[src/hdl/fjgu_pkg.sv]
// Types, codes and fixed-point helpers for the full Jones gain update block.
// Used by fjgu_div, full_jones_gain_update_top, fjgu_checker and tb; depends on nothing else.
package fjgu_pkg;

    // Q8.24 one
    localparam logic signed [31:0] Q_ONE = 32'sh0100_0000;

    // Function codes of an input item
    localparam logic [1:0] FUNC_LOAD  = 2'd0;
    localparam logic [1:0] FUNC_ACC   = 2'd1;
    localparam logic [1:0] FUNC_SOLVE = 2'd2;

    // Restoring divider: quotient bits of floor(a * 2^48 / m)
    localparam int DIV_STEPS = 80;

    typedef struct packed {
        logic signed [31:0] re;
        logic signed [31:0] im;
    } cx_t;

    // Element 0 is xx, then xy, yx, yy
    typedef cx_t [3:0] mat_t;

    typedef struct packed {
        logic [1:0]  func;
        logic [6:0]  other_antenna;
        logic [4:0]  channel;
        logic [63:0] vis_xx;
        logic [63:0] vis_xy;
        logic [63:0] vis_yx;
        logic [63:0] vis_yy;
        logic [63:0] model_xx;
        logic [63:0] model_xy;
        logic [63:0] model_yx;
        logic [63:0] model_yy;
    } in_item_t;

    typedef struct packed {
        logic [4:0]  channel_out;
        logic [63:0] gain_xx;
        logic [63:0] gain_xy;
        logic [63:0] gain_yx;
        logic [63:0] gain_yy;
        logic        singular;
    } out_item_t;

    typedef enum logic [2:0] {
        ST_CLEAR,
        ST_IDLE,
        ST_READ,
        ST_MAC,
        ST_DIV,
        ST_DONE
    } state_t;

    // Matrix phases run on the shared complex multiplier
    typedef enum logic [2:0] {
        OP_A,
        OP_NUM,
        OP_DEN,
        OP_DET,
        OP_MAG,
        OP_T,
        OP_G
    } op_t;

    typedef struct packed {
        logic       valid;
        logic       first;
        logic       last;
        op_t        op;
        logic [1:0] k;
    } mac_ctl_t;

    function automatic logic signed [31:0] sat32(input logic signed [43:0] v);
        if (v > 44'sd2147483647)
            return 32'sh7fff_ffff;
        else if (v < -44'sd2147483648)
            return 32'sh8000_0000;
        else
            return v[31:0];
    endfunction

    // Round a Q16.48 product to Q8.24: add half, floor shift
    function automatic logic signed [39:0] rnd24(input logic signed [63:0] p);
        logic signed [63:0] s;
        s = p + 64'sd8388608;
        return s[63:24];
    endfunction

    function automatic cx_t conjs(input cx_t c);
        cx_t r;
        r.re = c.re;
        r.im = sat32(-44'(c.im));
        return r;
    endfunction

    function automatic cx_t negs(input cx_t c);
        cx_t r;
        r.re = sat32(-44'(c.re));
        r.im = sat32(-44'(c.im));
        return r;
    endfunction

    function automatic cx_t cx_add_sat(input cx_t a, input cx_t b);
        cx_t r;
        r.re = sat32(44'(a.re) + 44'(b.re));
        r.im = sat32(44'(a.im) + 44'(b.im));
        return r;
    endfunction

    function automatic mat_t mat_herm(input mat_t x);
        mat_t z;
        z[0] = conjs(x[0]);
        z[1] = conjs(x[2]);
        z[2] = conjs(x[1]);
        z[3] = conjs(x[3]);
        return z;
    endfunction

    function automatic logic [31:0] mag32(input logic signed [31:0] v);
        logic signed [32:0] w;
        w = v[31] ? -33'(v) : 33'(v);
        return w[31:0];
    endfunction

    // Apply sign to a quotient magnitude and saturate to Q8.24
    function automatic logic signed [31:0] vsat(input logic neg, input logic [79:0] q);
        if (q > 80'd2147483647)
            return neg ? 32'sh8000_0000 : 32'sh7fff_ffff;
        else
            return neg ? -$signed(q[31:0]) : $signed(q[31:0]);
    endfunction

    localparam cx_t  CX_ONE    = '{re: Q_ONE, im: 32'sd0};
    localparam cx_t  CX_ZERO   = '{re: 32'sd0, im: 32'sd0};
    localparam mat_t MAT_IDENT = {CX_ONE, CX_ZERO, CX_ZERO, CX_ONE};

endpackage

[src/hdl/fjgu_div.sv]
// Bit-serial restoring divider: floor(dividend * 2^48 / divisor), one bit a cycle.
// Depends on fjgu_pkg for the step count.
module fjgu_div (
    input  logic        clk,
    input  logic        rst_n,
    input  logic        start,
    input  logic [31:0] dividend,
    input  logic [63:0] divisor,
    output logic        done,
    output logic [79:0] quotient
);
    import fjgu_pkg::*;

    logic        busy_reg;
    logic        done_reg;
    logic [6:0]  cnt_reg;
    logic [79:0] sh_reg;
    logic [64:0] rem_reg;
    logic [79:0] quo_reg;
    logic [64:0] trial;
    logic [64:0] rem_next;
    logic        ge;

    // Shift in one dividend bit and try the subtraction
    always_comb
    begin
        trial    = {rem_reg[63:0], sh_reg[79]};
        ge       = trial >= {1'b0, divisor};
        rem_next = ge ? trial - {1'b0, divisor} : trial;
    end

    // Control: step counter and completion pulse
    always_ff @(posedge clk or negedge rst_n)
    begin
        if (!rst_n)
        begin
            busy_reg <= 1'b0;
            done_reg <= 1'b0;
            cnt_reg  <= '0;
        end
        else if (start)
        begin
            busy_reg <= 1'b1;
            done_reg <= 1'b0;
            cnt_reg  <= '0;
        end
        else if (busy_reg)
        begin
            cnt_reg <= cnt_reg + 7'd1;
            if (cnt_reg == 7'(DIV_STEPS - 1))
            begin
                busy_reg <= 1'b0;
                done_reg <= 1'b1;
            end
        end
        else
        begin
            done_reg <= 1'b0;
        end
    end

    // Datapath: partial remainder and quotient
    always_ff @(posedge clk)
    begin
        if (start)
        begin
            sh_reg  <= {dividend, 48'd0};
            rem_reg <= '0;
            quo_reg <= '0;
        end
        else if (busy_reg)
        begin
            sh_reg  <= {sh_reg[78:0], 1'b0};
            rem_reg <= rem_next;
            quo_reg <= {quo_reg[78:0], ge};
        end
    end

    assign done     = done_reg;
    assign quotient = quo_reg;

endmodule

[config.mk]
export PLATFORM = sky130hd
export DESIGN_NAME = fjgu_div
export DESIGN_NICKNAME = d
export VERILOG_FILES = /design/src/hdl/fjgu_pkg.sv /design/src/hdl/fjgu_div.sv
export SDC_FILE = /design/constraint.sdc
export NUM_CORES = 1
export LEC_CHECK = 0
export ABC_AREA = 1
export BUFFER_PORTS_ARGS = -buffer_cell sky130_fd_sc_hd__buf_2
export CELL_PAD_IN_SITES_DETAIL_PLACEMENT = 0
export CELL_PAD_IN_SITES_GLOBAL_PLACEMENT = 1
export CORE_UTILIZATION = 25
export DETAILED_ROUTE_END_ITERATION = 6
export GPL_ROUTABILITY_DRIVEN = 0
export PLACE_DENSITY = 0.5
export SETUP_SLACK_MARGIN = 0.5
export SLEW_MARGIN = 10
export SYNTH_ARGS = -nofsm -noshare
export SYNTH_HDL_FRONTEND = slang
export SYNTH_SLANG_ARGS = --single-unit
[constraint.sdc]
create_clock -name clk -period 5.3 [get_ports clk]
set_clock_uncertainty 0.2 [all_clocks]
set_input_delay 0 -clock clk [delete_from_list [all_inputs] [get_ports clk]]
set_output_delay 0 -clock clk [all_outputs]
set_load 0.01 [all_outputs]
; Yosys cells after proc, flatten, opt, wreduce, memory -nomap -nowiden
; Cells that the tools add are included.
[op_classes]
add_sub_neg = 2
n_lt_le_gt_ge = 1
n_eq_ne = 2
muxes = 11
reduce_logical = 1
[ops]
columns = operator, count
row1 = 2-to-1 mux 80 bit, 2
row2 = greater-or-equal comparator 65 x 64 -> 1 bit, 1
row3 = 2-to-1 mux 64 bit, 1
row4 = subtractor 64 bit, 1
row5 = 2-to-1 mux 7 bit, 2
row6 = adder 7 x 1 -> 7 bit (second input constant), 1
row7 = == test 7 bit (second input constant), 1
row8 = 2-to-1 mux 1 bit, 6
row9 = != test 3 x 2 -> 1 bit (second input constant), 1
row10 = nonzero test 2 bit, 1
[word_totals]
ff_bits = 185
out_inout_bits = 81
elab_cells = 23

; Longest topological paths before layout
; Gate-level depths: netlist of run 1.
[depth]
depth_word = 4
mapped_depth = 19
mapped_depth_nobuf = 18

; Worst setup path before layout of run 1
; No wires, ideal clock.
[synth_timing]
path_type = reg-to-reg
from = register busy_reg
to = register sh_reg[48], enable pin
arrival_ns = 1.660
t_required_ns = 4.691
setup_slack_ns = 3.031
path_stages_with_launch = 4
n_path_buf = 1
path_cell_list = dfrtp_1 nor2_1 inv_2 clkbuf_1
[synth_between]
elab_chain_cells = 1
[synth_lines]
columns = element, line
row1 = "start, declared", fjgu_div.sv:14  ; logic busy_reg;
row2 = "start signal, assigned", fjgu_div.sv:37  ; busy_reg <= 1'b0;
row3 = "start signal, assigned", fjgu_div.sv:43  ; busy_reg <= 1'b1;
row4 = "start signal, assigned", fjgu_div.sv:52  ; busy_reg <= 1'b0;
row5 = nonzero test 2 bit (no line), n/a
row6 = "end signal, assigned", fjgu_div.sv:67  ; sh_reg <= {dividend, 48'd0};
row7 = "end signal, assigned", fjgu_div.sv:73  ; sh_reg <= {sh_reg[78:0], 1'b0};
row8 = "end, declared", fjgu_div.sv:17  ; logic [79:0] sh_reg;
; No other way between the ends.
; A chain may end at the register's enable or synchronous reset.

; Worst setup path after layout of run 1
[layout_timing]
from = register rem_reg[49]
to = register rem_reg[35]
[layout_between]
elab_chain_cells = 2
[layout_lines]
columns = element, line
row1 = "start, declared", fjgu_div.sv:18  ; logic [64:0] rem_reg;
row2 = "start signal, assigned", fjgu_div.sv:74  ; rem_reg <= rem_next;
row3 = greater-or-equal comparator 65 x 64 -> 1 bit, fjgu_div.sv:28  ; ge = trial >= {1'b0, divisor};
row4 = 2-to-1 mux 64 bit, fjgu_div.sv:29  ; rem_next = ge ? trial - {1'b0, divisor} : trial;
; No other way between the ends.

==> results.json, run 1 <==
{
  "drcViolationCount": 0,
  "powerDensity_nw_per_um2": 190,
  "overflow": 0,
  "synth_edf_count": 32,
  "irDropWorstVdd_v": 0.000242,
  "synthesis.nets": 2445,
  "required_ns": 5.48,
  "critPathSlowestCell": "ha_1",
  "grt_max_degree": 81,
  "dp_slack_ns": 2.07,
  "ios": 180,
  "crit_family": "simple AND/OR/NAND/NOR gates",
  "worstSetupStartpointType": "flip-flop",
  "yosysMostFrequentCell": "nand2_1",
  "routed_wire_length_per_instance_um": 15.4,
  "start_util_pct": 25.3,
  "final_area_um2": 16900,
  "die_y_um": 235,
  "drtPass1Iterations": 6,
  "cts_made_buffers": 17,
  "dieArea_um2": 55300,
  "crit_chain": "ha_1, nand2_1, nor2_2, nand2_1, nor2_1, nand3_1, nor2_1, nor2_1, nand2_1, nor2_4, nand2_4, buf_12, nand2_1, nand3_1, nand2_1",
  "leakagePower_nw": 9.31,
  "postCtsSetupBuffers": 0,
  "whs_ns": 0.0155,
  "cp.buffers_inverters": 1,
  "grt_pass1_vias": 13900,
  "drtIter0Drc": 752,
  "worst_pin_slew_ns": 1.01,
  "grt_use_met1_pct": 24.1,
  "relSlewSlack_pct": 32.4,
  "grt_first_pass_wirelength_um": 78600,
  "critPathMaxStageDelay_ns": 0.44,
  "io_buffers": 179,
  "fin_crit_ns": 3.21,
  "cts_buffer_depth": 2,
  "largest_reg_flops": 80,
  "async_flop_share_pct": 4.86,
  "yosysWarnings": 0,
  "hold_path_class": "in2reg",
  "final.setup.worst_slack_ns": 2.09,
  "grtUsageMet3_pct": 2.71,
  "antenna_left": 0,
  "outcome": "finished, final reports clean",
  "antenna_found_initial": 2,
  "syn_avg_cell_area_um2": 5.96,
  "syn_to_final_growth_pct": 24.6,
  "ys_seq_elements": 185,
  "cts_root_buf": "clkbuf_16",
  "drive_gt1_share_pct": 10.3,
  "fmax_ghz": 0.312,
  "htree_levels": 4,
  "max_cap_viol_count": 0,
  "fin_crit_sh_pct": 60.5,
  "setup_viol": 0,
  "final_core_util_pct": 31.5,
  "coreArea_um2": 53700,
  "fin_cells": 3256,
  "yosysTopAreaCellShare_pct": 27.1,
  "cp_common_cell": "nand2_1",
  "clk_pin_slew_worst_paths_ns": 0.09,
  "hold_viol_final": 0,
  "synth-seq-area-share_pct": 30.0,
  "hpwl_um": 39500,
  "syn_inst": 2280,
  "nets": 2712,
  "regToRegSetupSlack_ns": 2.09,
  "vias_per_cell": 4.28,
  "syn_area_um2": 13600,
  "postRouteWirelength_um": 50300,
  "via_count": 13900,
  "totalPowerFinal_mw": 3.21,
  "post_dp_cell_area_um2": 15100,
  "dpl.cell_count": 3107,
  "yosysTopAreaCell": "nand2_1",
  "clk_latency_ns": 0.49,
  "num_rows": 85,
  "die_w_um": 235,
  "synth_cell_types": 37,
  "grt.busiest_layer": "met2",
  "synth.area.top_cells": "nand2_1 (27%), dfxtp_1 (21%), inv_1 (14%), edfxtp_1 (7.1%), ha_1 (6.0%)",
  "cts_num_sinks": 185,
  "grt_use_met2_pct": 31.4,
  "worst-path-max-fanout": 36,
  "slew_viol_final": 0,
  "rsz0062_at_grt": "false",
  "cts_tree": "yes",
  "crit_arrival_ns": 3.38,
  "grt_usage_pct": 18.5,
  "setup_tns_ns": 0,
  "endpoint_kind": "flip-flop",
  "critPathKind": "reg2reg",
  "ys.flop_type": "dfxtp_1",
  "ys_top_cells_by_count": "nand2_1 (982), inv_1 (500), dfxtp_1 (144), nor2_1 (105), nand3_1 (93)",
  "diodes": 0
}
-- placed cells by master, fill, tap and decap left out, types with 17 or more instances in the layout --
cell type	Yosys	layout
a21oi_1	35	35
buf_2	5	179
clkbuf_16	0	17
dfxtp_1	144	144
dlygate4sd3_1	0	117
edfxtp_1	32	32
ha_1	65	65
inv_1	500	500
nand2_1	982	982
nand3_1	93	93
nand3b_1	57	57
nor2_1	105	103
o22ai_1	78	78
xnor2_1	30	30
-- report_power, final --
| group | switching [mW] | internal [mW] | total [mW] |
|---|---|---|---|
| clock network | 0.755 | 0.658 | 1.41 |
| registers | 0.00873 | 1.46 | 1.46 |
| logic | 0.181 | 0.153 | 0.334 |
| total | 0.945 | 2.27 | 3.21 |
-- worst paths after layout --
path / start / endpoint / depth (start not counted)
max: rem_reg[49] / rem_reg[35] / 15
min: divisor[6] / rem_reg[6] / 7
max reg2reg: rem_reg[49] / rem_reg[35] / 15
min reg2reg: quotient[79] / quotient[79] / 2
max in group asynchronous: rst_n / cnt_reg[6] / 3
min in group asynchronous: rst_n / done / 3
-- per-layer routing --
metal	wire length, um	vias to the layer above	share of wire (%)
met4	852	4	1.7
li1	-	7368	-
met2	23700	247	47
met3	1750	41	3.5
met1	24000	6278	48
met5	20	-	0.040
-- cells by family (layout without fill, tap and decap cells) --
logic type               after synthesis  after routing  share of synthesized area (%)
AND/OR/NAND/NOR                     1303           1303                           39.9
adder cells (fa/ha/maj)               66             66                           6.13
buffers and inverters                566            846                           16.4
AO/OA/AOI/OAI                        129            129                           5.54
XOR/XNOR                              31             31                           2.00
flip-flops                           185            185                           30.0
-- timing repair --
item,4_1_cts,5_1_grt
hold endpoints to repair,95,0
hold buffers,117,0
gates resized for setup,0,0
-- area by class of cell --
| cell class | instances | area [um^2] |
|---|---|---|
| Tap cell | 696 | 871 |
| Inverter | 511 | 1920 |
| Sequential cell | 185 | 4070 |
| Fill cell | 6172 | 36800 |
| Clock buffer | 17 | 425 |
| Multi-Input combinational cell | 1529 | 7300 |
| Clock inverter | 15 | 208 |
| Timing Repair Buffer | 303 | 2130 |
-- worst min-delay path: cells and delay by family --
kind	cells	cell delay, ns
adder cells (fa/ha/maj)	1	0.21
AND/OR/NAND/NOR	3	0.19
buffers and inverters	2	0.16
XOR/XNOR	1	0.11
Power figures use the tool's default switching activity.
==> run 2, diff against run 1 <==
--- a/config.mk
+++ b/config.mk
@@ -5,7 +5,7 @@
 export SDC_FILE = /design/constraint.sdc
 export NUM_CORES = 1
 export LEC_CHECK = 0
-export ABC_AREA = 1
+export ABC_AREA = 0
 export BUFFER_PORTS_ARGS = -buffer_cell sky130_fd_sc_hd__buf_2
 export CELL_PAD_IN_SITES_DETAIL_PLACEMENT = 0
 export CELL_PAD_IN_SITES_GLOBAL_PLACEMENT = 1
==> constraint.sdc (replaced) <==
create_clock -name clk -period 2.9 [get_ports clk]
set_clock_uncertainty 0.2 [all_clocks]
set_input_delay 0 -clock clk [delete_from_list [all_inputs] [get_ports clk]]
set_output_delay 0 -clock clk [all_outputs]
set_load 0.01 [all_outputs]
==> results.json, run 2 <==
{
  "outcome": "finished, violations left",
  "violations": "setup timing",
  "critPathKind": "reg2reg",
  "grt_use_met2_pct": 30.9,
  "syn_avg_cell_area_um2": 8.45,
  "synth.area.top_cells": "dfxtp_1 (25%), edfxtp_1 (8.3%), mux2i_1 (8.0%), ha_1 (7.0%), nor2_1 (6.0%)",
  "htree_levels": 4,
  "synth-seq-area-share_pct": 35.2,
  "overflow": 0,
  "required_ns": 3.12,
  "whs_ns": 0.0454,
  "largest_reg_flops": 80,
  "antenna_found_initial": 5,
  "final_common_cell": "buf_4",
  "antenna_left": 0,
  "grt_first_pass_wirelength_um": 68200,
  "coreArea_um2": 45500,
  "io_buffers": 179,
  "ios": 180,
  "postRouteWirelength_um": 43200,
  "hold_viol_final": 0,
  "cts_root_buf": "clkbuf_16",
  "grtUsageMet3_pct": 5.05,
  "irDropWorstVdd_v": 0.000467,
  "grt.busiest_layer": "met2",
  "p_comb_share_pct": 28.9,
  "max_cap_viol_count": 0,
  "yosysTopAreaCellShare_pct": 24.9,
  "post_dp_cell_area_um2": 15400,
  "r2r_start": "rem_reg[39]",
  "drcViolationCount": 0,
  "switching_share_pct": 31.7,
  "nets": 2075,
  "worst-path-max-fanout": 5,
  "grt_usage_pct": 18.7,
  "cts_buffer_depth": 2,
  "grt_max_degree": 56,
  "min_from": "divisor[1]",
  "clk_latency_ns": 0.50,
  "routed_wire_length_per_instance_um": 17.1,
  "setup_viol": 65,
  "fin_crit_sh_pct": 116,
  "mostFrequentLayoutCells": "buf_4 (316), nor2_1 (180), buf_2 (178)",
  "powerDensity_nw_per_um2": 403,
  "die_w_um": 217,
  "cts_made_buffers": 17,
  "final_core_util_pct": 41.1,
  "power_frac_seq_pct": 36.9,
  "relSlewSlack_pct": 51.0,
  "dp_slack_ns": -0.632,
  "yosysWarnings": 0,
  "yosysTopAreaCell": "dfxtp_1",
  "num_rows": 78,
  "fmax_ghz": 0.296,
  "via_count": 11900,
  "worst_pin_slew_ns": 0.735,
  "drtPass1Iterations": 5,
  "drive_gt1_share_pct": 42.9,
  "dieArea_um2": 47100,
  "async_flop_share_pct": 4.86,
  "vias_per_cell": 4.70,
  "slew_viol_final": 0,
  "hold_path_class": "in2reg",
  "syn_inst": 1369,
  "hpwl_um": 30900,
  "syn_to_final_growth_pct": 61.8,
  "drtIter0Drc": 565,
  "synthesis.nets": 1534,
  "endpoint_kind": "flip-flop",
  "yosysMostFrequentCell": "nor2_1",
  "critPathLaunch": "rem_reg[39]",
  "power_switching_mw": 2.39,
  "leakagePower_nw": 8.79,
  "final_area_um2": 18700,
  "p_int_mw": 5.15,
  "ys_top_cells_by_count": "nor2_1 (184), nand2_1 (150), dfxtp_1 (144), mux2i_1 (92), a21oi_1 (87)",
  "ys.flop_type": "dfxtp_1",
  "setup_tns_ns": -26.76,
  "die_y_um": 217,
  "cts_num_sinks": 185,
  "crit_arrival_ns": 3.60,
  "rsz0062_at_grt": "true",
  "synth_cell_types": 73,
  "clk_pin_slew_worst_paths_ns": 0.09,
  "ys_seq_elements": 185,
  "final.setup.worst_slack_ns": -0.477,
  "start_util_pct": 25.4,
  "grt_pass1_vias": 12100,
  "fin_crit_ns": 3.38,
  "syn_area_um2": 11600,
  "cts_tree": "yes",
  "synth_edf_count": 32,
  "pwr-share-clk_pct": 34.3,
  "grt_use_met1_pct": 24.0,
  "worstSetupStartpointType": "flip-flop"
}
run 2: layout make-up:
class,instances,area [um^2]
clock buffer,21,493
inverter,82,308
timing repair buffer,602,4730
fill,4671,26800
antenna,1,2.50
clock inverter,11,141
multi-input combinational,1022,8190
tap,600,751
sequential,185,4090
run 2: power by group through the flow:
stage               registers (mW)  clock network (mW)  logic, mW
finish                        2.78                2.58       2.17
global route                  2.79                2.77       2.35
CTS                           2.78                2.70       2.00
detailed placement            2.83                   0       1.57
global placement              2.83                   0       1.58
floorplan                     2.82                   0      0.831
run 2: worst paths after layout:
kind / slack (ns) / cells past startpoint / to
worst max-delay path: -0.48 / 10 / rem_reg[62]
worst min-delay path: 0.05 / 5 / rem_reg[1]
worst max register to register: -0.48 / 10 / rem_reg[62]
worst min register to register: 0.31 / 2 / quotient[79]
max in group asynchronous: 1.87 / 3 / busy_reg
min in group asynchronous: 0.30 / 3 / cnt_reg[2]
run 2: repair_timing:
action	in CTS	in global routing
endpoints found under the hold margin	74	0
setup endpoints to repair	65	65
buffers inserted	28	10
resized for setup	175	129
pin swaps	91	57
hold buffers	60	0
cloned	10	1
run 2: critical path: stages (launching register included):
cell and delay, ns:
dfxtp_1 0.32, ha_2 0.39, nand4_1 0.12, or4_1 0.56
nor4b_1 0.48, a31oi_4 0.15, and4_4 0.22, nor3_4 0.21
a221oi_2 0.10, or4_1 0.47, o211ai_1 0.09
run 2: metrics by stage:
step / power [mW] / cells
6_report: 7.53 / 2524
5_1_grt: 7.92 / 2523
3_3_place_gp: 4.41 / 2382
4_1_cts: 7.48 / 2512
3_5_place_dp: 4.40 / 2382
2_1_floorplan: 3.65 / 1369
run 2: metal layers:
metal	wire, um	share of wire (%)
met5	49	0.11
met4	748	1.7
met3	2080	4.8
met2	20400	47
met1	19900	46
run 2: kinds of logic (layout without fill, tap and decap cells):
family	after synthesis	after routing	synth area share, %
XOR/XNOR	61	61	4.62
AND/OR/NAND/NOR	456	456	17.5
flip-flops	185	185	35.2
AO/OA/AOI/OAI	315	315	18.7
adder cells (fa/ha/maj)	66	66	7.21
multiplexers	124	124	11.1
buffers and inverters	162	716	5.65
other	0	1	0
